==> src/hdl/wpd_pkg.sv <==
// ----------------------------------------------------------------------------
// wpd_pkg: shared types and constants for the waveform pulse discriminator
// Widths, register indexes, reset values and the event summary record.
// ----------------------------------------------------------------------------
package wpd_pkg;

  localparam int unsigned SamplesPerEvent = 1024;
  localparam int unsigned IdxW            = $clog2(SamplesPerEvent);

  localparam int unsigned CodeW     = 16;
  localparam int unsigned LevelW    = 17;
  localparam int unsigned MinWidthW = 10;
  localparam int unsigned LimitW    = 27;
  localparam int unsigned CountW    = 10;
  localparam int unsigned FirstW    = 11;
  localparam int unsigned SumW      = 26;

  // start + minimum width must not wrap before the compare
  localparam int unsigned SpanW = ((IdxW > MinWidthW) ? IdxW : MinWidthW) + 1;

  localparam int unsigned CfgIdxW  = 2;
  localparam int unsigned CfgDataW = LimitW;

  localparam logic [CfgIdxW-1:0] CFG_TRIG_LEVEL = 2'd0;
  localparam logic [CfgIdxW-1:0] CFG_MIN_WIDTH  = 2'd1;
  localparam logic [CfgIdxW-1:0] CFG_CAL_LIMIT  = 2'd2;

  localparam logic [LevelW-1:0]    TrigLevelRst = 17'd39321;
  localparam logic [MinWidthW-1:0] MinWidthRst  = 10'd7;
  localparam logic [LimitW-1:0]    CalLimitRst  = 27'd13107000;

  localparam logic [CountW-1:0] CountMax   = '1;
  localparam logic [CodeW-1:0]  FullScale  = '1;

  localparam int unsigned InDataW  = 2 * CodeW;
  localparam int unsigned OutDataW = 24;

  // what the sample accumulator hands on at the end of an event
  typedef struct packed {
    logic [CountW-1:0] count;
    logic [FirstW-1:0] first_start;
    logic [SumW-1:0]   cal_sum;
    logic [IdxW:0]     n_samples;
  } evt_summary_t;

endpackage

==> src/hdl/wpd_event_acc.sv <==
// ----------------------------------------------------------------------------
// wpd_event_acc: per-sample event state
// Tracks the armed pulse, qualified pulse count, first start and the
// calibration sum; presents the event summary on the closing sample.
// ----------------------------------------------------------------------------
module wpd_event_acc (
  input  logic                             clk_i,
  input  logic                             rst_ni,
  input  logic                             step_i,
  input  logic [wpd_pkg::CodeW-1:0]        trig_i,
  input  logic [wpd_pkg::CodeW-1:0]        cal_i,
  input  logic                             last_i,
  input  logic [wpd_pkg::LevelW-1:0]       trig_level_i,
  input  logic [wpd_pkg::MinWidthW-1:0]    min_width_i,
  output logic                             done_o,
  output wpd_pkg::evt_summary_t            summary_o
);

  logic [wpd_pkg::IdxW-1:0]   idx_q, idx_d;
  logic                       armed_q, armed_d;
  logic [wpd_pkg::IdxW-1:0]   start_q, start_d;
  logic [wpd_pkg::CountW-1:0] count_q, count_d;
  logic [wpd_pkg::FirstW-1:0] first_q, first_d;
  logic [wpd_pkg::SumW-1:0]   sum_q, sum_d;

  logic [wpd_pkg::LevelW-1:0] twice;
  logic [wpd_pkg::SpanW-1:0]  span_end;
  logic                       wide_enough;
  logic                       end_evt;

  assign twice    = {trig_i, 1'b0};
  assign span_end = wpd_pkg::SpanW'(start_q) + wpd_pkg::SpanW'(min_width_i);
  assign wide_enough = span_end < wpd_pkg::SpanW'(idx_q);
  assign end_evt  = last_i || (idx_q == wpd_pkg::IdxW'(wpd_pkg::SamplesPerEvent - 1));

  always_comb begin
    armed_d = armed_q;
    start_d = start_q;
    count_d = count_q;
    first_d = first_q;
    if (!armed_q && (twice < trig_level_i)) begin
      armed_d = 1'b1;
      start_d = idx_q;
    end else if (armed_q && (twice > trig_level_i)) begin
      armed_d = 1'b0;
      if (wide_enough) begin
        if (count_q == '0) begin
          first_d = wpd_pkg::FirstW'(start_q);
        end
        if (count_q != wpd_pkg::CountMax) begin
          count_d = count_q + 1'b1;
        end
      end
    end
    sum_d = sum_q + wpd_pkg::SumW'(cal_i);
    idx_d = idx_q + 1'b1;
  end

  assign done_o                = step_i && end_evt;
  assign summary_o.count       = count_d;
  assign summary_o.first_start = first_d;
  assign summary_o.cal_sum     = sum_d;
  assign summary_o.n_samples   = {1'b0, idx_q} + 1'b1;

  always_ff @(posedge clk_i or negedge rst_ni) begin
    if (!rst_ni) begin
      idx_q   <= '0;
      armed_q <= 1'b0;
      start_q <= '0;
      count_q <= '0;
      first_q <= '1;
      sum_q   <= '0;
    end else if (step_i) begin
      if (end_evt) begin
        idx_q   <= '0;
        armed_q <= 1'b0;
        start_q <= '0;
        count_q <= '0;
        first_q <= '1;
        sum_q   <= '0;
      end else begin
        idx_q   <= idx_d;
        armed_q <= armed_d;
        start_q <= start_d;
        count_q <= count_d;
        first_q <= first_d;
        sum_q   <= sum_d;
      end
    end
  end

endmodule

==> src/hdl/waveform_pulse_discriminator.sv <==
// ----------------------------------------------------------------------------
// waveform_pulse_discriminator: leading-edge discriminator with minimum width
// Counts trigger pulses per event and checks the calibration channel sum.
// ----------------------------------------------------------------------------
// One sample beat can be taken every cycle while s_axis_tready is high. The
// per-sample state update sits between the input register and the summary
// register, and the calibration deviation compare takes one more stage,
// ending in the output register that drives m_axis_tvalid. An event closes
// on tlast or at its 1024th sample. The output holds two result slots.
// s_axis_tready drops only once both are full, and it is driven from a
// register, not from m_axis_tready. Samples that close no event keep flowing
// while a single result waits.
module waveform_pulse_discriminator (
  input  logic                              clk_i,
  input  logic                              rst_ni,
  input  logic                              cfg_we_i,
  input  logic [wpd_pkg::CfgIdxW-1:0]       cfg_idx_i,
  input  logic [wpd_pkg::CfgDataW-1:0]      cfg_wdata_i,
  input  logic                              s_axis_tvalid,
  output logic                              s_axis_tready,
  input  logic [wpd_pkg::InDataW-1:0]       s_axis_tdata,  // trig_sample, calib_sample
  input  logic                              s_axis_tlast,  // last_sample
  output logic                              m_axis_tvalid,
  input  logic                              m_axis_tready,
  output logic [wpd_pkg::OutDataW-1:0]      m_axis_tdata   // pulse_count, first_pulse_start,
                                                           // calib_flag, zero pad
);

  logic [wpd_pkg::LevelW-1:0]    trig_level_q;
  logic [wpd_pkg::MinWidthW-1:0] min_width_q;
  logic [wpd_pkg::LimitW-1:0]    cal_limit_q;

  logic                       pipe_en;
  logic                       in_valid_q;
  logic [wpd_pkg::CodeW-1:0]  trig_q, cal_q;
  logic                       last_q;
  logic                       step;

  logic                       done;
  wpd_pkg::evt_summary_t      summary, summary_q;
  logic                       sum_valid_q;

  logic [wpd_pkg::LimitW-1:0] twice_sum, mid_total, dev;
  logic                       flag;

  logic                       out_free;
  logic                       new_res;
  logic                       out_valid_q;
  logic [wpd_pkg::CountW-1:0] out_count_q;
  logic [wpd_pkg::FirstW-1:0] out_first_q;
  logic                       out_flag_q;
  logic                       skid_valid_q;
  logic [wpd_pkg::CountW-1:0] skid_count_q;
  logic [wpd_pkg::FirstW-1:0] skid_first_q;
  logic                       skid_flag_q;

  always_ff @(posedge clk_i or negedge rst_ni) begin
    if (!rst_ni) begin
      trig_level_q <= wpd_pkg::TrigLevelRst;
      min_width_q  <= wpd_pkg::MinWidthRst;
      cal_limit_q  <= wpd_pkg::CalLimitRst;
    end else if (cfg_we_i) begin
      unique case (cfg_idx_i)
        wpd_pkg::CFG_TRIG_LEVEL: trig_level_q <= cfg_wdata_i[wpd_pkg::LevelW-1:0];
        wpd_pkg::CFG_MIN_WIDTH:  min_width_q  <= cfg_wdata_i[wpd_pkg::MinWidthW-1:0];
        wpd_pkg::CFG_CAL_LIMIT:  cal_limit_q  <= cfg_wdata_i;
        default: ;
      endcase
    end
  end

  // whole pipe moves unless both output slots are taken
  assign pipe_en       = !skid_valid_q;
  assign s_axis_tready = pipe_en;
  assign step          = in_valid_q && pipe_en;

  always_ff @(posedge clk_i or negedge rst_ni) begin
    if (!rst_ni) begin
      in_valid_q <= 1'b0;
    end else if (pipe_en) begin
      in_valid_q <= s_axis_tvalid;
    end
  end

  always_ff @(posedge clk_i) begin
    if (pipe_en && s_axis_tvalid) begin
      trig_q <= s_axis_tdata[wpd_pkg::CodeW-1:0];
      cal_q  <= s_axis_tdata[2*wpd_pkg::CodeW-1:wpd_pkg::CodeW];
      last_q <= s_axis_tlast;
    end
  end

  wpd_event_acc u_acc (
    .clk_i        (clk_i),
    .rst_ni       (rst_ni),
    .step_i       (step),
    .trig_i       (trig_q),
    .cal_i        (cal_q),
    .last_i       (last_q),
    .trig_level_i (trig_level_q),
    .min_width_i  (min_width_q),
    .done_o       (done),
    .summary_o    (summary)
  );

  always_ff @(posedge clk_i or negedge rst_ni) begin
    if (!rst_ni) begin
      sum_valid_q <= 1'b0;
    end else if (pipe_en) begin
      sum_valid_q <= done;
    end
  end

  always_ff @(posedge clk_i) begin
    if (done) begin
      summary_q <= summary;
    end
  end

  // |2*sum - n*full_scale|, with n*65535 as (n << 16) - n
  assign twice_sum = {summary_q.cal_sum, 1'b0};
  assign mid_total = (wpd_pkg::LimitW'(summary_q.n_samples) << wpd_pkg::CodeW)
                   - wpd_pkg::LimitW'(summary_q.n_samples);
  assign dev       = (twice_sum > mid_total) ? (twice_sum - mid_total)
                                             : (mid_total - twice_sum);
  assign flag      = dev > cal_limit_q;

  // output slot plus a spare slot that catches a result while the first waits
  assign out_free = !out_valid_q || m_axis_tready;
  assign new_res  = pipe_en && sum_valid_q;

  always_ff @(posedge clk_i or negedge rst_ni) begin
    if (!rst_ni) begin
      out_valid_q  <= 1'b0;
      skid_valid_q <= 1'b0;
    end else if (out_free) begin
      out_valid_q  <= skid_valid_q || new_res;
      skid_valid_q <= 1'b0;
    end else if (new_res) begin
      skid_valid_q <= 1'b1;
    end
  end

  always_ff @(posedge clk_i) begin
    if (out_free) begin
      if (skid_valid_q) begin
        out_count_q <= skid_count_q;
        out_first_q <= skid_first_q;
        out_flag_q  <= skid_flag_q;
      end else if (new_res) begin
        out_count_q <= summary_q.count;
        out_first_q <= summary_q.first_start;
        out_flag_q  <= flag;
      end
    end else if (new_res) begin
      skid_count_q <= summary_q.count;
      skid_first_q <= summary_q.first_start;
      skid_flag_q  <= flag;
    end
  end

  assign m_axis_tvalid = out_valid_q;
  assign m_axis_tdata  = wpd_pkg::OutDataW'({out_flag_q, out_first_q, out_count_q});

endmodule
==> config.mk <==
export PLATFORM = sky130hd
export DESIGN_NAME = waveform_pulse_discriminator
export DESIGN_NICKNAME = d
export VERILOG_FILES = /design/src/hdl/wpd_pkg.sv /design/src/hdl/wpd_event_acc.sv /design/src/hdl/waveform_pulse_discriminator.sv
export SDC_FILE = /design/constraint.sdc
export NUM_CORES = 1
export LEC_CHECK = 0
export BUFFER_PORTS_ARGS = -buffer_cell sky130_fd_sc_hd__buf_2
export CORE_MARGIN = 5
export CORE_UTILIZATION = 56
export DETAILED_ROUTE_END_ITERATION = 10
export PLACE_DENSITY = 0.79
export SYNTH_ARGS = -nofsm -noshare
export SYNTH_HDL_FRONTEND = slang
export SYNTH_SLANG_ARGS = --single-unit
==> constraint.sdc <==
create_clock -name clk_i -period 5.4 [get_ports clk_i]
set_input_delay 1.08 -clock clk_i [delete_from_list [all_inputs] [get_ports clk_i]]
set_output_delay 1.08 -clock clk_i [all_outputs]
set_load 0.01 [all_outputs]
=== Word level (Yosys, flattened, before mapping) ===
Index checks and enable logic that the tools add are counted.

* Flip-flop bits (word level): 261
* Input port bits: 67

* Add/subtract/negate cells: 8
* Magnitude comparators: 5
* Equality and inequality tests: 4
* Multiplexer cells: 26
* Bitwise gates (word level): 1
* Reductions and logical operators: 25

{| class="wikitable"
|+ Operators by type and width
! cell !! count
|-
| $mux 10 || 10
|-
| $mux 11 || 7
|-
| $gt 27x27->1 || 2
|-
| $sub 27x27->27 || 2
|-
| $mux 27 || 1
|-
| $sub 27x11->27 || 1
|-
| $add 26x16->26 || 1
|-
| $mux 26 || 1
|-
| $add 10x1->10 const B || 2
|-
| $gt 17x17->1 || 1
|-
| $lt 17x17->1 || 1
|-
| $reduce_and 2->1 || 7
|-
| $add 10x1->11 const B || 1
|-
| $add 10x10->11 || 1
|-
| $lt 11x10->1 || 1
|-
| $eq 10x10->1 const B || 1
|-
| $logic_not 10->1 || 1
|-
| $ne 10x10->1 const B || 1
|-
| $mux 1 || 7
|-
| $logic_and 1x1->1 || 6
|-
| $reduce_bool 2->1 || 3
|-
| $logic_not 1->1 || 3
|-
| $logic_or 1x1->1 || 3
|-
| $reduce_bool 3->1 || 1
|-
| 4 further kinds || 4
|}

=== Depth between registers and ports, before layout ===
Gate-level depths: netlist (run 1).

* Depth in word-level cells: 6
* Gate-level depth with buffers: 28
* Mapped depth without buffers: 26

=== By module ===
Synthesis (run 1) repeated with hierarchy kept, for this count alone.

* Cell total of the unflattened synthesis: 1447
* Area total of the unflattened synthesis: 15776.4 µm²

{| class="wikitable"
|+ Modules (own cells, without submodules)
! module !! times used !! cells an instance !! area each (µm²)
|-
| waveform_pulse_discriminator || 1 || 870 || 10490.1
|-
| wpd_event_acc || 1 || 577 || 5286.3
|}

=== Least setup slack after synthesis (run 1) ===
Ideal clock, no wire load.

* Kind: reg2reg
* Start point: register summary_q[8] in the netlist's numbering
* End point: register out_flag_q, data pin
* Setup time: 271 ps
* Arrival time: 5052 ps
* Required time: 5129 ps
* Setup slack: 77 ps
* Cell stages (with the launch flop): 25
* Path buffers: 3
* Period minus slack after synthesis: 5323 ps
* Cell sequence: edfxtp_1 or3_1 nor2b_1 nand3_1 inv_1 o21ai_0 ha_1 buf_6 a21o_1 a31o_1 a221oi_2 o2111ai_2 o311ai_4 o31ai_4 buf_6 buf_2 a21oi_1 xor2_1 ha_1 and3_1 a221o_1 a221oi_1 o21ai_0 nor3_1 o41ai_1

* Cells in the longest elaborated chain, start to end: 6

{| class="wikitable"
|+ Ends and longest elaborated chain
! element !! RTL line !! text
|-
| from (decl) || waveform_pulse_discriminator.sv:40 || <nowiki>wpd_pkg::evt_summary_t summary, summary_q;</nowiki>
|-
| from (signal assigned) || waveform_pulse_discriminator.sv:116 || <nowiki>summary_q <= summary;</nowiki>
|-
| $sub 27x11->27 (*) || waveform_pulse_discriminator.sv:123 || <nowiki>- wpd_pkg::LimitW'(summary_q.n_samples);</nowiki>
|-
| $sub 27x27->27, or another cell as far along || waveform_pulse_discriminator.sv:125 || <nowiki>: (mid_total - twice_sum);</nowiki>
|-
| $mux 27 (*) || waveform_pulse_discriminator.sv:124 || <nowiki>assign dev = (twice_sum > mid_total) ? (twice_sum - mid_total)</nowiki>
|-
| $gt 27x27->1 (*) || waveform_pulse_discriminator.sv:126 || <nowiki>assign flag = dev > cal_limit_q;</nowiki>
|-
| $mux 1 (*) || waveform_pulse_discriminator.sv:150 || <nowiki>end else if (new_res) begin</nowiki>
|-
| $mux 1 (*) || waveform_pulse_discriminator.sv:146 || <nowiki>if (skid_valid_q) begin</nowiki>
|-
| to (signal assigned) || waveform_pulse_discriminator.sv:149 || <nowiki>out_flag_q <= skid_flag_q;</nowiki>
|-
| to (signal assigned) || waveform_pulse_discriminator.sv:153 || <nowiki>out_flag_q <= flag;</nowiki>
|-
| to (decl) || waveform_pulse_discriminator.sv:51 || <nowiki>logic out_flag_q;</nowiki>
|}

Every way passes the cells marked *; elsewhere a longest branch is shown, timed or not. The select of a mux whose other input is x is not followed.
A chain may end at the register's enable or synchronous reset.

=== Final worst setup path (run 1) ===
* Start point: register summary_q[7] in the netlist's numbering
* End point: register out_flag_q, data pin

Same word-level chain as after synthesis.

==> results.json, run 1 <==
{
  "static-leakage-power_nw": 8.09,
  "timing.critical_path.slowest_stage_cell": "sky130_fd_sc_hd__edfxtp_1",
  "hold-path-endpoint": "skid_count_q[8]",
  "sequentialPowerShare_pct": 37.2,
  "synthDominantCellAreaShare_pct": 26.1,
  "max_cap_viols": 0,
  "total_routed_length_um": 36900,
  "syn_avg_cell_area_sq_um": 10.7,
  "clkSinkCount": 261,
  "postLayoutSetupSlackWorst_ps": -14.3,
  "crit_path_max_fanout": 3,
  "synth_cells": 1448,
  "start_util_pct": 56.3,
  "vias": 11600,
  "regArea_sq_um": 7250,
  "dieWidth_um": 177,
  "ys_seq_elements": 261,
  "min_period_ps": 5410,
  "comb_power_share_pct": 37.3,
  "multiInputGateArea_sq_um": 7650,
  "synth.yosys.seq_area_share_pct": 46.7,
  "max-clock-path-buffers": 3,
  "finalClockSkew_ps": 16.1,
  "final_common_cell": "sky130_fd_sc_hd__inv_1",
  "number_of_nets_in_the_layout": 1841,
  "timing.final.hold_violations": 0,
  "first_global_vias": 11700,
  "dieArea_sq_um": 31200,
  "fillerInstances": 2105,
  "critPathRequiredTime_ps": 5680,
  "fp-row-count": 61,
  "number_of_antenna_violations_at_the_first_check_in_global_routing": 0,
  "intPower_w": 0.00466,
  "yosys_warnings": 0,
  "hp-class": "flip-flop to flip-flop",
  "mappedNetlistArea_sq_um": 15500,
  "setup.worst_path.class": "flip-flop to flip-flop",
  "h-tree-depth": 1,
  "dp.cells": 1969,
  "flip_flop_cell_with_the_highest_count_after_synthesis": "sky130_fd_sc_hd__edfxtp_1",
  "fp.dieH_um": 177,
  "start_kind": "flip-flop",
  "layout-drive-gt1-share_pct": 25.9,
  "r2r-start": "summary_q[7]",
  "coreArea_sq_um": 27600,
  "power_frac_clock_pct": 25.5,
  "crit_path_cell_trace": "nor4_2 -> buf_4 -> nor2b_4 -> nand3_2 -> inv_2 -> o21ai_2 -> ha_1 -> a21o_1 -> a31o_1 -> a221oi_2 -> o2111ai_2 -> o311ai_4 -> o31ai_4 -> buf_6 -> mux2_4 -> a21oi_1 -> xnor2_1 -> ha_1 -> a21o_1 -> a221o_1 -> a221oi_2 -> o21ai_1 -> nor3_1 -> o41ai_1",
  "failed_checks": "negative setup slack",
  "insertedDiodeCount": 0,
  "cts_tree": "done",
  "post-route-drc-count": 0,
  "final_cell_mix": "sky130_fd_sc_hd__inv_1 (142), sky130_fd_sc_hd__edfxtp_1 (135), sky130_fd_sc_hd__ha_1 (132)",
  "cts-hold-fix-buffers": 0,
  "cp_slowest_stage_delay_ps": 420,
  "number_of_different_library_cells_in_the_post_synthesis_netlist": 82,
  "grt_start_max_net_pins": 51,
  "layout.cells.non_filler": 2037,
  "area_growth_syn_to_layout_pct": 17.1,
  "synth_top_cells_by_area": "sky130_fd_sc_hd__edfxtp_1 (26%), sky130_fd_sc_hd__dfrtp_1 (14%), sky130_fd_sc_hd__ha_1 (11%), sky130_fd_sc_hd__dfstp_2 (6.4%), sky130_fd_sc_hd__mux2_2 (5.4%)",
  "power.density_cell_area_nw_per_um2": 389,
  "firstDrtPassIters": 5,
  "peak_supply_drop_mv": 0.350,
  "run_status": "complete, but fails checks",
  "dp_hpwl_um": 28000,
  "pin_count": 93,
  "path_depth_of_the_worst_reg2reg_path": 24,
  "grt_first_pass_wirelength_um": 59700,
  "cts_root_buf": "sky130_fd_sc_hd__clkbuf_16",
  "hp-start": "summary_q[56]",
  "synth_enable_flop_cells": 135,
  "average_wire_per_cell_in_the_routed_design_um": 18.1,
  "ant_nets": 0,
  "post_drt_via_cell_ratio": 5.70,
  "synth_area_leader_cell": "sky130_fd_sc_hd__edfxtp_1",
  "grt_overflow": 0,
  "worst_slew_pin_slew_ps": 1070,
  "worstSetupEndpointType": "flip-flop",
  "max_freq_mhz": 185,
  "final_max_slew_viol_count": 0,
  "clk_lat_worst_skew_ps": 550,
  "slew_headroom_pct": 28.6,
  "totalPowerFinal_w": 0.00707,
  "arrival_ps": 5700,
  "switching_power_total_w": 0.00241,
  "rsz0062_at_grt": "yes",
  "rrSetupSlack_ps": -10,
  "buffer_ports.inserted": 90,
  "path_clk_slew_ps": 60,
  "min_delay_path_depth": 0,
  "globalplace.congestion": 0.924,
  "layout_worst_path_cycle_share_pct": 100,
  "critical_register_to_register_path_endpoint": "out_flag_q",
  "async_reset_ff_share_pct": 48.3,
  "sw_share_pct": 34.0,
  "track_usage_pct": 23.5,
  "first_iter_violations": 863,
  "tritoncts.num_buffers": 28,
  "setup_viol_count_final": 1
}
-- repair_timing --
| item | in CTS | in global routing |
|---|---|---|
| resized for setup | 22 | 19 |
| pin swaps | 15 | 7 |
| buffers inserted | 7 | 9 |
| endpoints found under the setup margin | 2 | 2 |
| gates cloned | 0 | 0 |
-- state kept, by name (all words and copies together), names as in the netlist --
signal and cells:
skid_valid_q 1, in_valid_q 1, summary_q 58, min_width_q 10, trig_level_q 17, u_acc.armed_q 1, skid_flag_q 1, cal_limit_q 27
u_acc.idx_q 10, m_axis_tvalid 1, u_acc.count_q 10, out_flag_q 1, last_q 1, out_count_q 10, u_acc.sum_q 26, out_first_q 11
u_acc.start_q 10, trig_q 16, skid_first_q 11, u_acc.first_q 11, cal_q 16, sum_valid_q 1, skid_count_q 10
-- through the flow --
stage | utilization [%] | TNS (ps) | setup slack, ps | area, sq um | hold slack [ps]
3_3_place_gp | 61.7 | -271 | -231 | 17000 | 434
6_report | 66.0 | -14.3 | -14.3 | 18200 | 449
5_1_grt | 66.0 | -525 | -320 | 18200 | 456
2_1_floorplan | - | 0 | 77.1 | 15500 | 422
3_5_place_dp | 61.7 | -613 | -399 | 17000 | 436
4_1_cts | 65.4 | -17.3 | -17.3 | 18000 | 449
-- final cells by class --
cell class | count | area share, %
clock buffers | 30 | 3.95
clock inverters | 22 | 0.867
inverters | 143 | 2.95
multi-input cells | 989 | 42.1
flip-flops and latches | 261 | 39.9
well taps | 378 | 2.60
repair buffers | 214 | 7.67
-- per-layer routing --
metal,share of wire (%),up-vias,track usage (%)
li1,-,5593,-
met1,42,5603,31.3
met2,49,337,39.2
met3,5.8,84,3.58
met4,3.3,0,8.32
met5,0,-,0
-- power groups by stage --
stage	combinational, W	clock (W)	sequential, W
CTS	0.00256	0.00184	0.00263
floorplan	0.00174	0	0.00261
global route	0.00291	0.00194	0.00266
finish	0.00264	0.00180	0.00263
global placement	0.00241	0	0.00266
detailed placement	0.00247	0	0.00267
-- cells by family (layout without fill, tap and decap cells) --
| group | count (synthesis) | after routing | synth area share, % |
|---|---|---|---|
| compound gates | 371 | 371 | 16.3 |
| simple gates | 317 | 317 | 10.0 |
| flops | 261 | 261 | 46.7 |
| buf+inv | 199 | 409 | 5.33 |
| fa+ha+maj | 137 | 137 | 11.2 |
| xor+xnor | 81 | 81 | 4.57 |
| mux | 81 | 81 | 5.85 |
| other cells | 1 | 2 | 0.0242 |
-- synthesized netlist by cell type, drive strengths merged (5+ instances only) --
| library cell | number |
|---|---|
| nand2 | 98 |
| and3 | 11 |
| or3 | 6 |
| a21o | 51 |
| o211ai | 7 |
| nand4 | 21 |
| ha | 134 |
| and2 | 9 |
| o21bai | 8 |
| xor2 | 30 |
| a22o | 24 |
| o22a | 10 |
| o31ai | 8 |
| a41oi | 5 |
| edfxtp | 135 |
| nor4 | 7 |
| nand2b | 8 |
| nand3 | 41 |
| clkbuf | 25 |
| inv | 143 |
| nor2b | 16 |
| mux2 | 75 |
| mux2i | 6 |
| or4 | 5 |
| a21oi | 81 |
| nor2 | 66 |
| a31oi | 11 |
| o41ai | 5 |
| buf | 31 |
| dfrtp | 88 |
| nor3 | 17 |
| a211oi | 9 |
| o21a | 15 |
| dfstp | 38 |
| o21ai | 95 |
| xnor2 | 51 |
-- critical path, delay by kind of cell, from the launching register on --
kind / cells / cell delay (ps)
AO/OA/AOI/OAI: 13 / 2530
AND/OR/NAND/NOR: 4 / 790
adder cells (fa/ha/maj): 2 / 670
flip-flops: 1 / 420
buffers and inverters: 3 / 370
multiplexers: 1 / 290
XOR/XNOR: 1 / 100
-- how the worst max path moves through the flow --
stage                       from         end  slack (ps)
global placement    summary_q[7]  out_flag_q        -230
floorplan           summary_q[8]  out_flag_q          80
global route        summary_q[7]  out_flag_q        -320
finish              summary_q[7]  out_flag_q         -10
detailed placement  summary_q[7]  out_flag_q        -400
CTS                 summary_q[7]  out_flag_q         -20
(Power assumes the default switching activity.)
==> inputs of run 2 (changes only) <==
--- a/config.mk
+++ b/config.mk
@@ -6,6 +6,7 @@
 export NUM_CORES = 1
 export LEC_CHECK = 0
 export BUFFER_PORTS_ARGS = -buffer_cell sky130_fd_sc_hd__buf_2
+export CORE_ASPECT_RATIO = 0.7
 export CORE_MARGIN = 5
 export CORE_UTILIZATION = 56
 export DETAILED_ROUTE_END_ITERATION = 10
==> constraint.sdc (replaced) <==
create_clock -name clk_i -period 5.4 [get_ports clk_i]
set_input_delay 1.08 -clock clk_i [delete_from_list [all_inputs] [get_ports clk_i]]
set_output_delay 1.08 -clock clk_i [all_outputs]
set_load 0.02 [all_outputs]
==> run 2 against run 1 <==
Via count grew 2.1%. Design area grew 0.87%. Critical endpoint unchanged. The run now ends clean. Largest power group unchanged. Non-clock buffer count grew 8.
==> results.json, run 2 (same netlist as run 1, synthesis figures left out) <==
{
  "regArea_sq_um": 7250,
  "clkSinkCount": 261,
  "arrival_ps": 5680,
  "firstDrtPassIters": 5,
  "largest_registers": "summary_q (58), cal_limit_q (27), u_acc.sum_q (26)",
  "worst_slew_pin_slew_ps": 1150,
  "post_dp_cell_area_sq_um": 17100,
  "first_global_vias": 11600,
  "start_kind": "flip-flop",
  "crit_path_max_fanout": 6,
  "critical_register_to_register_path_endpoint": "out_flag_q",
  "post-route-drc-count": 0,
  "grt_overflow": 0,
  "dp_hpwl_um": 30300,
  "cts_root_buf": "sky130_fd_sc_hd__clkbuf_16",
  "path_clk_slew_ps": 60,
  "setup_viol_count_final": 0,
  "ant_nets": 0,
  "first_iter_violations": 1046,
  "average_wire_per_cell_in_the_routed_design_um": 19.6,
  "largest_register_ffs": 58,
  "hold-path-endpoint": "skid_count_q[0]",
  "multiInputGateArea_sq_um": 7750,
  "hp-class": "flip-flop to flip-flop",
  "max_freq_mhz": 186,
  "postLayoutCellArea_sq_um": 18300,
  "finalHoldWorstSlack_ps": 450,
  "path_depth_of_the_worst_reg2reg_path": 24,
  "peak_supply_drop_mv": 0.338,
  "h-tree-depth": 1,
  "clk_lat_worst_skew_ps": 560,
  "timing.final.hold_violations": 0,
  "dieWidth_um": 209,
  "final_cell_mix": "sky130_fd_sc_hd__inv_1 (141), sky130_fd_sc_hd__edfxtp_1 (135), sky130_fd_sc_hd__ha_1 (128)",
  "fp-row-count": 51,
  "start_util_pct": 56.3,
  "post_drt_via_cell_ratio": 5.83,
  "fillerInstances": 2157,
  "dieArea_sq_um": 31200,
  "layout.core_utilization_pct": 66.5,
  "power.density_cell_area_nw_per_um2": 396,
  "timing.critical_path.from": "summary_q[7]",
  "r2r-start": "summary_q[7]",
  "grt_start_max_net_pins": 71,
  "final_max_slew_viol_count": 0,
  "layout-drive-gt1-share_pct": 26.9,
  "area_growth_syn_to_layout_pct": 18.1,
  "rrSetupSlack_ps": 10,
  "slew_headroom_pct": 23.3,
  "layout_worst_path_cycle_share_pct": 99.8,
  "final_common_cell": "sky130_fd_sc_hd__inv_1",
  "number_of_antenna_violations_at_the_first_check_in_global_routing": 0,
  "grt_first_pass_wirelength_um": 63300,
  "critPathRequiredTime_ps": 5690,
  "setup_tns_ps": 0,
  "fp.dieH_um": 149,
  "min_delay_path_depth": 0,
  "globalplace.congestion": 0.950,
  "finalClockSkew_ps": 17.6,
  "hp-start": "summary_q[48]",
  "totalPowerFinal_w": 0.00726,
  "vias": 11900,
  "cts-hold-fix-buffers": 0,
  "number_of_nets_in_the_layout": 1847,
  "tritoncts.num_buffers": 26,
  "coreArea_sq_um": 27600,
  "setup.worst_path.class": "flip-flop to flip-flop",
  "worstSetupEndpointType": "flip-flop",
  "max_cap_viols": 0,
  "max-clock-path-buffers": 3,
  "min_period_ps": 5390,
  "insertedDiodeCount": 0,
  "total_routed_length_um": 39900,
  "top_register": "summary_q",
  "cts_tree": "done",
  "pin_count": 93,
  "run_status": "complete, no violations",
  "buffer_ports.inserted": 90,
  "rsz0062_at_grt": "yes",
  "static-leakage-power_nw": 8.14,
  "track_usage_pct": 25.2
}
## run 2: changes by cell type in the layout (fill, tap and decap cells not counted), moves of 4 or more
| cell | delta |
|---|---|
| sky130_fd_sc_hd__o21ai_2 | +4 |
| sky130_fd_sc_hd__buf_4 | +5 |
| sky130_fd_sc_hd__o21ai_0 | -6 |
| sky130_fd_sc_hd__clkbuf_1 | +5 |
| sky130_fd_sc_hd__ha_1 | -4 |
| sky130_fd_sc_hd__clkinv_2 | -8 |
## run 2: timing repair
item | 4_1_cts | 5_1_grt
setup endpoints to repair | 2 | 2
resized for setup | 40 | 31
setup buffers | 6 | 4
pin swaps | 15 | 14
## run 2: worst max-delay path, cell delays in order (launching register included)
cell and delay (ps):
sky130_fd_sc_hd__edfxtp_1 390, sky130_fd_sc_hd__nor4_1 300, sky130_fd_sc_hd__buf_4 170, sky130_fd_sc_hd__nand3_1 100, sky130_fd_sc_hd__or3_1 340, sky130_fd_sc_hd__xor2_1 200, sky130_fd_sc_hd__ha_4 330, sky130_fd_sc_hd__nand4_1 130
sky130_fd_sc_hd__or3_4 460, sky130_fd_sc_hd__nor3_4 240, sky130_fd_sc_hd__a21o_1 140, sky130_fd_sc_hd__o31ai_4 80, sky130_fd_sc_hd__buf_12 150, sky130_fd_sc_hd__buf_6 130, sky130_fd_sc_hd__buf_4 130, sky130_fd_sc_hd__nor2_1 130
sky130_fd_sc_hd__a21oi_2 50, sky130_fd_sc_hd__xor2_1 140, sky130_fd_sc_hd__ha_1 290, sky130_fd_sc_hd__and3_1 210, sky130_fd_sc_hd__a221o_1 370, sky130_fd_sc_hd__a221oi_2 290, sky130_fd_sc_hd__o21ai_2 100, sky130_fd_sc_hd__nor3_2 150
sky130_fd_sc_hd__o41ai_1 80
## run 2: routing by layer
layer	vias to the layer above	track usage [%]	part of all wire (%)	wire length (um)
met2	403	37.0	43	17100
met5	-	0	0	0
li1	5625	-	-	-
met1	5776	38.6	48	19100
met3	57	5.23	7.1	2850
met4	0	5.61	2.2	884
## run 2: worst max-delay path by stage
stage | slack, ps | cells past startpoint | end
finish | 10 | 24 | out_flag_q
global route | -210 | 25 | out_flag_q
CTS | 2 | 26 | out_flag_q
detailed placement | -210 | 24 | out_flag_q
global placement | -80 | 24 | out_flag_q
floorplan | 80 | 24 | out_flag_q
## run 2: final cells by class
cell class,instances,share of cell area (%)
tap,371,2.53
inverter,143,2.93
multi-input combinational,989,42.2
sequential,261,39.6
timing repair buffer,222,8.09
clock buffer,33,3.75
clock inverter,15,0.921
## run 2: through the flow
| step | setup WS, ps | std cells |
|---|---|---|
| 6_report | 13.1 | 2034 |
| 5_1_grt | -208 | 2034 |
| 4_1_cts | 1.87 | 2030 |
| 3_5_place_dp | -207 | 1976 |
| 3_3_place_gp | -75.8 | 1976 |
| 2_1_floorplan | 77.1 | 1449 |
## run 2: power by group
part / internal, W / total (W) / switching [W] / leakage [nW]
Clock: 0.00105 / 0.00183 / 0.000784 / 0.411
Combinational: 0.00123 / 0.00279 / 0.00156 / 4.92
Sequential: 0.00246 / 0.00263 / 0.000174 / 2.81
